==> config.mk <==
export PLATFORM = sky130hd
export DESIGN_NAME = block_write_packet_framer_core_flat
export DESIGN_NICKNAME = d
export VERILOG_FILES = /design/src/design/bwpf_pkg.sv /design/src/design/bwpf_if.sv /design/src/design/bwpf_front.sv /design/src/design/bwpf_queue.sv /design/src/design/bwpf_back.sv /design/src/design/block_write_packet_framer_core.sv /design/src/flat_wrapper.sv
export SDC_FILE = /design/constraint.sdc
export NUM_CORES = 1
export LEC_CHECK = 0
export BUFFER_PORTS_ARGS = -buffer_cell sky130_fd_sc_hd__clkbuf_2
export CORE_MARGIN = 1.5
export CORE_UTILIZATION = 53
export CTS_CLUSTER_DIAMETER = 150
export DETAILED_ROUTE_END_ITERATION = 8
export GPL_TIMING_DRIVEN = 0
export PLACE_DENSITY = 0.8
export REMOVE_ABC_BUFFERS = 1
export SYNTH_ARGS = -nofsm -noshare
export SYNTH_HDL_FRONTEND = slang
export SYNTH_SLANG_ARGS = --single-unit
==> constraint.sdc <==
create_clock -name clk -period 5.9 [get_ports clk]
set_input_delay 1.77 -clock clk [delete_from_list [all_inputs] [get_ports clk]]
set_output_delay 1.77 -clock clk [all_outputs]
set_load 0.1 [all_outputs]
==> src/design/bwpf_pkg.sv <==
package bwpf_pkg;

  localparam int unsigned QUEUE_DEPTH = 2;
  localparam int unsigned JOB_BYTES   = 8;
  localparam int unsigned JOB_IDX_W   = $clog2(JOB_BYTES);
  localparam int unsigned CFG_INDEX_W = 1;
  localparam int unsigned CFG_DATA_W  = 8;

  // register indexes
  localparam logic [CFG_INDEX_W-1:0] CFG_IO_COMMAND   = 1'b0;
  localparam logic [CFG_INDEX_W-1:0] CFG_ADDR_COMMAND = 1'b1;

  // item kinds
  localparam logic KIND_START = 1'b0;
  localparam logic KIND_DATA  = 1'b1;

  // size codes carried in command bytes
  localparam logic [1:0] SIZE_CODE_ADDR  = 2'd2;
  localparam logic [1:0] SIZE_CODE_COUNT = 2'd1;
  localparam logic [1:0] SIZE_CODE_FOUR  = 2'd3;
  localparam logic [1:0] SIZE_CODE_TWO   = 2'd2;
  localparam logic [1:0] SIZE_CODE_ONE   = 2'd1;

  // one queued job: the bytes of one input item
  typedef struct packed {
    logic [JOB_BYTES-1:0][7:0] bytes;
    logic [JOB_BYTES-1:0]      cmd_mask;
    logic [JOB_IDX_W-1:0]      len;
    logic                      pend;
  } job_t;

  function automatic logic [7:0] cmd_byte(logic [7:0] base, logic [1:0] sel, logic [1:0] code);
    cmd_byte = base | {4'b0000, sel, 2'b00} | {6'b000000, code};
  endfunction

endpackage

==> src/design/bwpf_if.sv <==
interface bwpf_item_if;
  logic        valid;
  logic        ready;
  logic        kind;
  logic [31:0] address;
  logic [15:0] word_count;
  logic [1:0]  chip_select;
  logic [15:0] data_word;

  modport source (output valid, kind, address, word_count, chip_select, data_word,
                  input ready);
  modport sink (input valid, kind, address, word_count, chip_select, data_word,
                output ready);
endinterface

interface bwpf_result_if;
  logic       valid;
  logic       ready;
  logic [7:0] out_byte;
  logic       is_command;
  logic       packet_end;
  logic       last;

  modport source (output valid, out_byte, is_command, packet_end, last, input ready);
  modport sink (input valid, out_byte, is_command, packet_end, last, output ready);
endinterface

==> src/design/bwpf_front.sv <==
module bwpf_front (
  input  logic                clk,
  input  logic                rst,
  bwpf_item_if.sink           item,
  input  logic [7:0]          io_command_code,
  input  logic [7:0]          address_command_code,
  output logic                push_valid,
  input  logic                push_ready,
  output bwpf_pkg::job_t      push_job
);

  logic [15:0] words_remaining;
  logic [2:0]  chunk_words_left;
  logic [1:0]  held_select;
  logic        accept;
  logic        is_start;
  logic        need_cmd;
  logic [1:0]  size_code;
  logic [2:0]  chunk_size;

  assign item.ready = push_ready;
  assign accept     = item.valid && item.ready;
  assign is_start   = (item.kind == bwpf_pkg::KIND_START);
  assign need_cmd   = (chunk_words_left == 3'd0);
  assign push_valid = accept && (is_start || words_remaining != 16'd0);

  always_comb begin
    if (words_remaining >= 16'd4) begin
      chunk_size = 3'd4;
      size_code  = bwpf_pkg::SIZE_CODE_FOUR;
    end else if (words_remaining >= 16'd2) begin
      chunk_size = 3'd2;
      size_code  = bwpf_pkg::SIZE_CODE_TWO;
    end else begin
      chunk_size = 3'd1;
      size_code  = bwpf_pkg::SIZE_CODE_ONE;
    end
  end

  always_comb begin
    push_job = '0;
    if (is_start) begin
      push_job.bytes[0] = bwpf_pkg::cmd_byte(address_command_code, item.chip_select,
                                             bwpf_pkg::SIZE_CODE_ADDR);
      push_job.bytes[1] = item.address[31:24];
      push_job.bytes[2] = item.address[23:16];
      push_job.bytes[3] = item.address[15:8];
      push_job.bytes[4] = item.address[7:0];
      push_job.bytes[5] = bwpf_pkg::cmd_byte(io_command_code, item.chip_select,
                                             bwpf_pkg::SIZE_CODE_COUNT);
      push_job.bytes[6] = item.word_count[15:8];
      push_job.bytes[7] = item.word_count[7:0];
      push_job.cmd_mask = 8'b0010_0001;
      push_job.pend     = (item.word_count == 16'd0);
      push_job.len      = push_job.pend ? bwpf_pkg::JOB_IDX_W'(4) : bwpf_pkg::JOB_IDX_W'(7);
    end else if (need_cmd) begin
      push_job.bytes[0] = bwpf_pkg::cmd_byte(io_command_code, held_select, size_code);
      push_job.bytes[1] = item.data_word[15:8];
      push_job.bytes[2] = item.data_word[7:0];
      push_job.cmd_mask = 8'b0000_0001;
      push_job.len      = bwpf_pkg::JOB_IDX_W'(2);
      push_job.pend     = (words_remaining == 16'd1);
    end else begin
      push_job.bytes[0] = item.data_word[15:8];
      push_job.bytes[1] = item.data_word[7:0];
      push_job.len      = bwpf_pkg::JOB_IDX_W'(1);
      push_job.pend     = (words_remaining == 16'd1);
    end
  end

  always_ff @(posedge clk) begin
    if (rst) begin
      words_remaining  <= 16'd0;
      chunk_words_left <= 3'd0;
      held_select      <= 2'd0;
    end else if (accept) begin
      if (is_start) begin
        words_remaining  <= item.word_count;
        chunk_words_left <= 3'd0;
        held_select      <= item.chip_select;
      end else if (words_remaining != 16'd0) begin
        words_remaining  <= words_remaining - 16'd1;
        chunk_words_left <= need_cmd ? chunk_size - 3'd1 : chunk_words_left - 3'd1;
      end
    end
  end

endmodule

==> src/design/bwpf_queue.sv <==
module bwpf_queue #(
  parameter int unsigned DEPTH = bwpf_pkg::QUEUE_DEPTH
) (
  input  logic           clk,
  input  logic           rst,
  input  logic           push_valid,
  output logic           push_ready,
  input  bwpf_pkg::job_t push_job,
  output logic           pop_valid,
  input  logic           pop_ready,
  output bwpf_pkg::job_t pop_job
);

  localparam int unsigned PTR_W = (DEPTH > 1) ? $clog2(DEPTH) : 1;
  localparam int unsigned CNT_W = $clog2(DEPTH + 1);

  bwpf_pkg::job_t mem [DEPTH];
  logic [PTR_W-1:0] wptr;
  logic [PTR_W-1:0] rptr;
  logic [CNT_W-1:0] cnt;
  logic             do_push;
  logic             do_pop;

  assign push_ready = (cnt != CNT_W'(DEPTH));
  assign pop_valid  = (cnt != '0);
  assign pop_job    = mem[rptr];
  assign do_push    = push_valid && push_ready;
  assign do_pop     = pop_valid && pop_ready;

  always_ff @(posedge clk) begin
    if (do_push) begin
      mem[wptr] <= push_job;
    end
  end

  always_ff @(posedge clk) begin
    if (rst) begin
      wptr <= '0;
      rptr <= '0;
      cnt  <= '0;
    end else begin
      if (do_push) begin
        wptr <= (wptr == PTR_W'(DEPTH - 1)) ? '0 : wptr + PTR_W'(1);
      end
      if (do_pop) begin
        rptr <= (rptr == PTR_W'(DEPTH - 1)) ? '0 : rptr + PTR_W'(1);
      end
      if (do_push && !do_pop) begin
        cnt <= cnt + CNT_W'(1);
      end else if (do_pop && !do_push) begin
        cnt <= cnt - CNT_W'(1);
      end
    end
  end

  a_cnt_bound: assert property (@(posedge clk) disable iff (rst)
    (do_push && !do_pop) |=> (cnt != '0) && (cnt <= CNT_W'(DEPTH)))
    else $error("queue count out of range");

endmodule

==> src/design/bwpf_back.sv <==
module bwpf_back (
  input  logic           clk,
  input  logic           rst,
  input  logic           pop_valid,
  output logic           pop_ready,
  input  bwpf_pkg::job_t pop_job,
  bwpf_result_if.source  result
);

  bwpf_pkg::job_t                job;
  logic                          busy;
  logic [bwpf_pkg::JOB_IDX_W-1:0] idx;
  logic                          take;
  logic                          final_byte;

  assign take       = result.valid && result.ready;
  assign final_byte = (idx == job.len);
  assign pop_ready  = !busy || (take && final_byte);

  assign result.valid      = busy;
  assign result.out_byte   = job.bytes[idx];
  assign result.is_command = job.cmd_mask[idx];
  assign result.last       = final_byte;
  assign result.packet_end = final_byte && job.pend;

  always_ff @(posedge clk) begin
    if (pop_valid && pop_ready) begin
      job <= pop_job;
    end
  end

  always_ff @(posedge clk) begin
    if (rst) begin
      busy <= 1'b0;
      idx  <= '0;
    end else if (pop_valid && pop_ready) begin
      busy <= 1'b1;
      idx  <= '0;
    end else if (take) begin
      if (final_byte) begin
        busy <= 1'b0;
      end else begin
        idx <= idx + bwpf_pkg::JOB_IDX_W'(1);
      end
    end
  end

  a_idx_in_job: assert property (@(posedge clk) disable iff (rst)
    busy |-> idx <= job.len)
    else $error("byte index past end of job");

  a_job_continues: assert property (@(posedge clk) disable iff (rst)
    (take && !result.last) |=> (busy && idx != '0))
    else $error("job dropped before its last byte");

  a_no_pop_midjob: assert property (@(posedge clk) disable iff (rst)
    (busy && !(take && final_byte)) |-> !pop_ready)
    else $error("queue popped while a job is in flight");

endmodule

==> src/design/block_write_packet_framer_core.sv <==
// Block write framer: start items become an address command plus four address bytes and,
// for a nonzero count, a count command plus two count bytes; data items become two bytes,
// preceded by a chunk command on the first word of each chunk of 4, 2 or 1 words. The
// back end sends one byte per cycle while the receiver is ready, so a start item yields 5 or 8
// bytes and a data item 2 or 3; surplus data items are taken and produce nothing.
// The front end classifies and queues one item per cycle into a QUEUE_DEPTH deep job
// queue, so it keeps accepting while the output side stalls until that queue fills.
module block_write_packet_framer_core #(
  parameter int unsigned QUEUE_DEPTH = bwpf_pkg::QUEUE_DEPTH
) (
  input  logic                               clk,
  input  logic                               rst,
  bwpf_item_if.sink                          item,
  bwpf_result_if.source                      result,
  input  logic                               cfg_we,
  input  logic [bwpf_pkg::CFG_INDEX_W-1:0]   cfg_index,
  input  logic [bwpf_pkg::CFG_DATA_W-1:0]    cfg_data
);

  logic [7:0]     io_command_code;
  logic [7:0]     address_command_code;
  logic           push_valid;
  logic           push_ready;
  bwpf_pkg::job_t push_job;
  logic           pop_valid;
  logic           pop_ready;
  bwpf_pkg::job_t pop_job;

  always_ff @(posedge clk) begin
    if (rst) begin
      io_command_code      <= 8'd0;
      address_command_code <= 8'd0;
    end else if (cfg_we) begin
      case (cfg_index)
        bwpf_pkg::CFG_IO_COMMAND:   io_command_code      <= cfg_data;
        bwpf_pkg::CFG_ADDR_COMMAND: address_command_code <= cfg_data;
        default: ;
      endcase
    end
  end

  bwpf_front u_front (
    .clk                  (clk),
    .rst                  (rst),
    .item                 (item),
    .io_command_code      (io_command_code),
    .address_command_code (address_command_code),
    .push_valid           (push_valid),
    .push_ready           (push_ready),
    .push_job             (push_job)
  );

  bwpf_queue #(
    .DEPTH (QUEUE_DEPTH)
  ) u_queue (
    .clk        (clk),
    .rst        (rst),
    .push_valid (push_valid),
    .push_ready (push_ready),
    .push_job   (push_job),
    .pop_valid  (pop_valid),
    .pop_ready  (pop_ready),
    .pop_job    (pop_job)
  );

  bwpf_back u_back (
    .clk       (clk),
    .rst       (rst),
    .pop_valid (pop_valid),
    .pop_ready (pop_ready),
    .pop_job   (pop_job),
    .result    (result)
  );

endmodule

==> src/flat_wrapper.sv <==
// flat-port wrapper written by rule: the top's interface ports become plain ports
module block_write_packet_framer_core_flat 
#(
  parameter int unsigned QUEUE_DEPTH = bwpf_pkg::QUEUE_DEPTH
)
  (clk, rst, cfg_we, cfg_index, cfg_data, item_valid, item_kind, item_address, item_word_count, item_chip_select, item_data_word, item_ready, result_valid, result_out_byte, result_is_command, result_packet_end, result_last, result_ready);
  bwpf_item_if item_i ();
  bwpf_result_if result_i ();
  input  logic clk;
  input  logic rst;
  input  logic cfg_we;
  input  logic [bwpf_pkg::CFG_INDEX_W-1:0] cfg_index;
  input  logic [bwpf_pkg::CFG_DATA_W-1:0] cfg_data;
  input wire logic [$bits(item_i.valid)-1:0] item_valid;
  input wire logic [$bits(item_i.kind)-1:0] item_kind;
  input wire logic [$bits(item_i.address)-1:0] item_address;
  input wire logic [$bits(item_i.word_count)-1:0] item_word_count;
  input wire logic [$bits(item_i.chip_select)-1:0] item_chip_select;
  input wire logic [$bits(item_i.data_word)-1:0] item_data_word;
  output wire logic [$bits(item_i.ready)-1:0] item_ready;
  output wire logic [$bits(result_i.valid)-1:0] result_valid;
  output wire logic [$bits(result_i.out_byte)-1:0] result_out_byte;
  output wire logic [$bits(result_i.is_command)-1:0] result_is_command;
  output wire logic [$bits(result_i.packet_end)-1:0] result_packet_end;
  output wire logic [$bits(result_i.last)-1:0] result_last;
  input wire logic [$bits(result_i.ready)-1:0] result_ready;
  assign item_i.valid = item_valid;
  assign item_i.kind = item_kind;
  assign item_i.address = item_address;
  assign item_i.word_count = item_word_count;
  assign item_i.chip_select = item_chip_select;
  assign item_i.data_word = item_data_word;
  assign item_ready = item_i.ready;
  assign result_valid = result_i.valid;
  assign result_out_byte = result_i.out_byte;
  assign result_is_command = result_i.is_command;
  assign result_packet_end = result_i.packet_end;
  assign result_last = result_i.last;
  assign result_i.ready = result_ready;
  block_write_packet_framer_core #(.QUEUE_DEPTH(QUEUE_DEPTH)) u_core (.clk(clk), .rst(rst), .item(item_i), .result(result_i), .cfg_we(cfg_we), .cfg_index(cfg_index), .cfg_data(cfg_data));
endmodule
## After elaboration in Yosys (flattened, before gate mapping)

Memories as Yosys holds them, arrays and structs flattened. A register that Yosys moved wholly into a read port is not among the register bits.
Index checks and enable logic that the tools add are counted.

| storage, ports and cells | value |
|---|---|
| register bits | 45 |
| bits in writable memories | 152 |
| input bits | 81 |
| word-level logic and storage cells | 90 |
| memories | 1 |

Memory list:

| name | words | width | read ports | clocked after memory_dff | wr ports | line | text |
|---|---|---|---|---|---|---|---|
| u_core.u_queue.mem | 2 | 76 | 1 | 1 | 1 | bwpf_queue.sv:17 | `bwpf_pkg::job_t mem [DEPTH];` |

| cells by class | value |
|---|---|
| add/subtract/negate cells | 8 |
| $lt $le $gt $ge | 3 |
| equality and inequality tests | 4 |
| mux-type cells | 29 |
| bitwise gates (word level) | 7 |
| reductions and logical operators | 28 |

Operators with widths:

| cell | number |
|---|---|
| $mux W16 | 3 |
| $mux W40 | 1 |
| $mux W36 | 1 |
| $bmux W8 S3 | 1 |
| $or A8 B4 Y8 | 3 |
| $eq A16 B1 Y1 const B | 1 |
| $ge A16 B2 Y1 const B | 1 |
| $ge A16 B3 Y1 const B | 1 |
| $logic_not A16 Y1 | 1 |
| $mux W8 | 2 |
| $reduce_bool A16 Y1 | 1 |
| $sub A16 B1 Y16 const B | 1 |
| $mux W3 | 5 |
| $mux W2 | 6 |
| $reduce_and A2 Y1 | 6 |
| $logic_and A1 B1 Y1 | 9 |
| $mux W1 | 9 |
| $or A8 B2 Y8 | 1 |
| $reduce_bool A2 Y1 | 4 |
| $sub A3 B1 Y3 const B | 2 |
| $lt A3 B4 Y1 const B | 1 |
| $add A3 B1 Y3 const B | 1 |
| $bmux W1 S3 | 1 |
| $eq A3 B3 Y1 | 1 |
| 10 further kinds | 16 |

## Depth between registers and ports, before layout

| logic depth | value |
|---|---|
| word-level depth | 8 |
| gate-level depth with buffers | 10 |
| gate-level depth less buffers | 8 |

## By module

A second synthesis with hierarchy kept.

| second synthesis, totals | value |
|---|---|
| cells, all modules | 777 |
| area, all modules | 11502.3 µm² |

By module, submodules not included:

| module | times used | cells an instance | area each (µm²) | seq. area each (µm²) |
|---|---|---|---|---|
| bwpf_queue | 1 | 260 | 5710.5 | 4664.5 |
| bwpf_back | 1 | 133 | 3062.9 | 2362.3 |
| bwpf_front | 1 | 320 | 2054.5 | 420.4 |
| block_write_packet_framer_core | 1 | 64 | 674.4 | 320.3 |

## Worst setup path after synthesis

OpenSTA, ideal clock, no wires.

| path | value |
|---|---|
| path kind | input to register |
| from | in item_kind |
| to | mem u_core.u_queue.mem[0][0] (netlist bit) (enable) |
| setup time | 0.495 ns |
| arrival time | 5.202 ns |
| slack | 0.202 ns |
| cell stages on the path | 4 |
| cells stage by stage | clkbuf_1 a41o_4 buf_6 nor2_1 |

| on the way | value |
|---|---|
| word-level cells in the longest chain between the ends | 6 |

RTL lines:

| what | line | text |
|---|---|---|
| from (decl) | flat_wrapper.sv:15 | `input wire logic [$bits(item_i.kind)-1:0] item_kind;` |
| $not A1 Y1 | bwpf_front.sv:23 | `assign is_start = (item.kind == bwpf_pkg::KIND_START);` |
| $logic_or A1 B1 Y1 | bwpf_front.sv:25 | `assign push_valid = accept && (is_start \|\| words_remaining != 16'd0);` |
| $logic_and A1 B1 Y1 | bwpf_front.sv:25 |  |
| $logic_and A1 B1 Y1 | bwpf_queue.sv:27 | `assign do_push = push_valid && push_ready;` |
| $mux W1 | bwpf_queue.sv:31 | `if (do_push) begin` |
| $mux W1 (not written as such) | bwpf_queue.sv:32 | `mem[wptr] <= push_job;` |
| to (decl) | bwpf_queue.sv:17 |  |

Every way passes these cells.

## Worst setup path in the final report

| path | value |
|---|---|
| from | reg u_core.u_back.idx[1] (netlist bit) |
| to | out result_out_byte[5] |

| on the way | value |
|---|---|
| word-level cells in the longest chain between the ends | 2 |

RTL lines:

| what | line | text |
|---|---|---|
| from (decl) | bwpf_back.sv:12 | `logic [bwpf_pkg::JOB_IDX_W-1:0] idx;` |
| from (signal assigned) | bwpf_back.sv:43 | `idx <= idx + bwpf_pkg::JOB_IDX_W'(1);` |
| $bmux W8 S3 | bwpf_back.sv:21 | `assign result.out_byte = job.bytes[idx];` |
| $mux W8 (not written as such) | bwpf_back.sv:21 |  |
| to (decl) | flat_wrapper.sv:22 | `output wire logic [$bits(result_i.out_byte)-1:0] result_out_byte;` |

Every way passes these cells. The select of a mux whose other input is x is not followed.

==> summary.md <==
| Metric | Value |
|---|---|
| Status | `complete, no violations` |
| Clock power frac | `0.242` |
| Final setup margin | `1.31 ns` |
| CTS clk-pin slew, worst paths | `0.06 ns` |
| Drt initial violations | `587` |
| Setup Skew | `0.0122 ns` |
| Fillers | `1413` |
| Place WS | `1.84 ns` |
| Via density | `5.74` |
| CP bufs+invs | `1` |
| Final Hold Fails | `0` |
| Post-DP HPWL | `13.6 mm` |
| TritonCTS clock tree | `built` |
| Max Used Layer | `met4` |
| P_int | `4.01 mW` |
| # H-tree levels | `1` |
| Initial antenna violation count | `0` |
| Placed cells | `1057` |
| Drt wl/cell | `19.5 um` |
| Max Cap Violations | `0` |
| Sw frac | `0.329` |
| Largest net degree at the start of global routing | `64` |
| Pwr Total | `5.98 mW` |
| First-pass GRT wire length | `32.9 mm` |
| Reg2Reg Setup Slack | `2.76 ns` |
| CP arrival | `2.82 ns` |
| Worst Tran Pin Value | `1.26 ns` |
| Initial Util | `0.537` |
| Yosys cell types | `53` |
| Die span in x | `143 um` |
| Routability cong. | `0.865` |
| Cell Area, Placed | `11200 um^2` |
| Die area | `20400 um^2` |
| Hold Crit Class | `reg -> reg` |
| Gr usage total | `0.211` |
| Layout area overhead | `14.8%` |
| Logic pwr share | `0.297` |
| Antenna cell count | `0` |
| Clock root buffer | `clkbuf_16` |
| Seq pwr share | `0.460` |
| # DRC | `0` |
| Crit-path max FO | `20` |
| Final WL | `21.4 mm` |
| Met3 wire len | `1.42 mm` |
| Worst Path Required | `4.13 ns` |
| RSZ-0062 raised after global routing | `no` |
| Power per cell area | `501 nW/um^2` |
| Post-synth EDFFs | `204` |
| Kind of end point of the critical path | `output port` |
| Clk buf depth | `3` |
| Slowest CP cell | `dfxtp_1` |
| Clk_lat worst skew | `0.51 ns` |
| Antenna-violating nets left | `0` |
| Mean Syn Cell Area | `14.1 um^2` |
| IO Port Bufs | `93` |
| Slew HR | `0.160` |
| CTS buffer count | `24` |
| Final instance area | `11900 um^2` |
| # rows | `51` |
| CP cell instances | `mux4_2 -> mux2_2 -> clkbuf_2` |
| Hold WS | `0.460 ns` |
| CP delay by family, top | `flip-flops` |
| Share of cells above drive strength 1 | `0.303` |
| Min Tclk post-route | `4.59 ns` |
| Met2 routed WL | `10.5 mm` |
| Sink Count | `248` |
| Top_reg_cell synth | `edfxtp_1` |
| Layout Cells excl Fill | `1100` |
| CP Class | `reg -> out` |
| Post-CTS Setup Inserts | `0` |
| Final cycle utilization of the critical path | `0.778` |
| Final slew viol count | `0` |
| Async SR Flop Fraction | `0` |
| CORE AREA | `19300 um^2` |
| Syn Std Cell Area | `10400 um^2` |
| FMAX | `0.218 GHz` |
| Drt pass-1 iters | `5` |
| Io pins | `94` |
| Ys Warns | `0` |
| Die Y | `143 um` |
| CP startpoint kind | `flop` |
| CTS Hold Bufs | `0` |
| Peak supply drop | `311 uV` |
| Cells after synthesis | `734` |
| CP max stage delay | `1.16 ns` |
| Switching pwr | `1.97 mW` |
| Final net count | `905` |
| Setup TNS Final | `0 ns` |
| Post-cts resize count | `0` |
| Grt total ovfl | `0` |
| FF+latch count, synth | `248` |
| Vias in the first global route | `6224` |
| Met1 wire length | `8.97 mm` |
| Fin util | `0.617` |
| Endpoints failing setup | `0` |
| Leak Pwr | `4.14 nW` |
| Vias | `6319` |
| Register area share after synthesis | `0.675` |
==> layout make-up <==
class                           count  area, um^2  area share
Timing Repair Buffer              101         618      0.0518
Sequential cell                   248        7010       0.588
Clock buffer                       29         639      0.0536
Inverter                            9        36.3     0.00304
Clock inverter                     14         116     0.00976
Tap cell                          265         332      0.0278
Multi-Input combinational cell    434        3170       0.266
==> power by group through the flow <==
stage                     clock network, mW  registers [mW]  logic [mW]
after CTS                              1.47            2.75        1.79
after global routing                   1.53            2.79        1.92
after detailed placement                  0            2.79        1.79
after floorplan                           0            2.79        1.26
after global placement                    0            2.87        1.64
final                                  1.45            2.75        1.78
==> per-layer routing <==
metal  global-route usage  vias to the layer above
met2                0.352                      243
met1                0.282                     3109
met5                    0                        -
met3               0.0366                       46
met4               0.0689                        0
li1                     -                     2921
==> logic make-up after synthesis <==
group,share of synthesized area
DFF,0.675
xor gates and xnor gates,0.00843
adders and majority gates,0.00723
muxes,0.118
buffers and inverters,0.0222
and+or+nand+nor,0.0987
AOI/OAI and AO/OA,0.0706
==> state kept, by name, indices dropped and copies added, names as in the netlist <==
| register | cells |
|---|---|
| u_core.u_queue.mem | 136 |
| u_core.u_back.job | 68 |
| u_core.u_front.words_remaining | 16 |
| u_core.io_command_code | 8 |
| u_core.address_command_code | 7 |
| u_core.u_back.idx | 3 |
| u_core.u_front.chunk_words_left | 3 |
| u_core.u_front.held_select | 2 |
| u_core.u_queue.cnt | 2 |
| u_core.u_back.result.valid | 1 |
| u_core.u_queue.rptr | 1 |
| u_core.u_queue.wptr | 1 |
==> cell usage after synthesis, drive strengths merged (2+ instances only) <==
cell,count,share of area
and2,3,0.0018
o2bb2ai,8,0.0067
nand2,72,0.026
mux4,16,0.035
o22ai,2,0.0012
o21ai,33,0.019
o21a,3,0.0022
or4,3,0.0025
a21oi,43,0.022
inv,9,0.0035
mux2,76,0.082
nand3,11,0.0053
nor4,7,0.0042
buf,13,0.0078
nand4,3,0.0018
ha,6,0.0072
nor2b,42,0.025
clkbuf,30,0.011
a41o,2,0.0030
edfxtp,204,0.59
dfxtp,44,0.085
xnor2,6,0.0051
nand2b,3,0.0018
a31oi,16,0.0096
a21o,2,0.0014
or3,5,0.0030
nor2,39,0.014
xor2,4,0.0034
nor3,16,0.0088
==> cells in the final DEF (no fill, tap or decap), types with 4 or more instances in the layout <==
master / netlist / layout
edfxtp_1: 204 / 204
clkbuf_2: 0 / 92
mux2_2: 76 / 76
nand2_1: 72 / 72
nor2b_1: 42 / 42
dfxtp_1: 44 / 42
a21oi_1: 40 / 40
nor2_1: 39 / 38
clkbuf_16: 0 / 24
a31oi_1: 16 / 16
mux4_2: 16 / 16
o21ai_0: 14 / 14
nor3_1: 15 / 14
nand3_1: 11 / 11
o21ai_1: 11 / 11
inv_1: 8 / 8
o2bb2ai_1: 8 / 8
o21ai_2: 8 / 8
nor4_1: 7 / 7
xnor2_1: 6 / 6
ha_1: 6 / 6
or3_1: 5 / 5
buf_12: 0 / 5
xor2_1: 4 / 4
clkinvlp_4: 0 / 4
clkinv_2: 0 / 4
==> worst reg2reg max path: stages (launching register included) <==
cell and delay [ns]:
dfxtp_1 0.37, nor4_1 0.78, nor2b_1 0.38, a41o_4 0.47, inv_4 0.19, ha_1 0.37
or3_1 0.35, a21oi_1 0.15
==> path summary, 6_finish.rpt <==
path / depth (start not counted) / to / startpoint
worst max register to register: 7 / u_core.u_queue.cnt[1] / u_core.u_front.words_remaining[3]
worst min-delay path: 2 / u_core.address_command_code[3] / u_core.address_command_code[3]
worst min register to register: 2 / u_core.address_command_code[3] / u_core.address_command_code[3]
worst max-delay path: 3 / result_out_byte[5] / u_core.u_back.idx[1]
(Power assumes the default switching activity.)
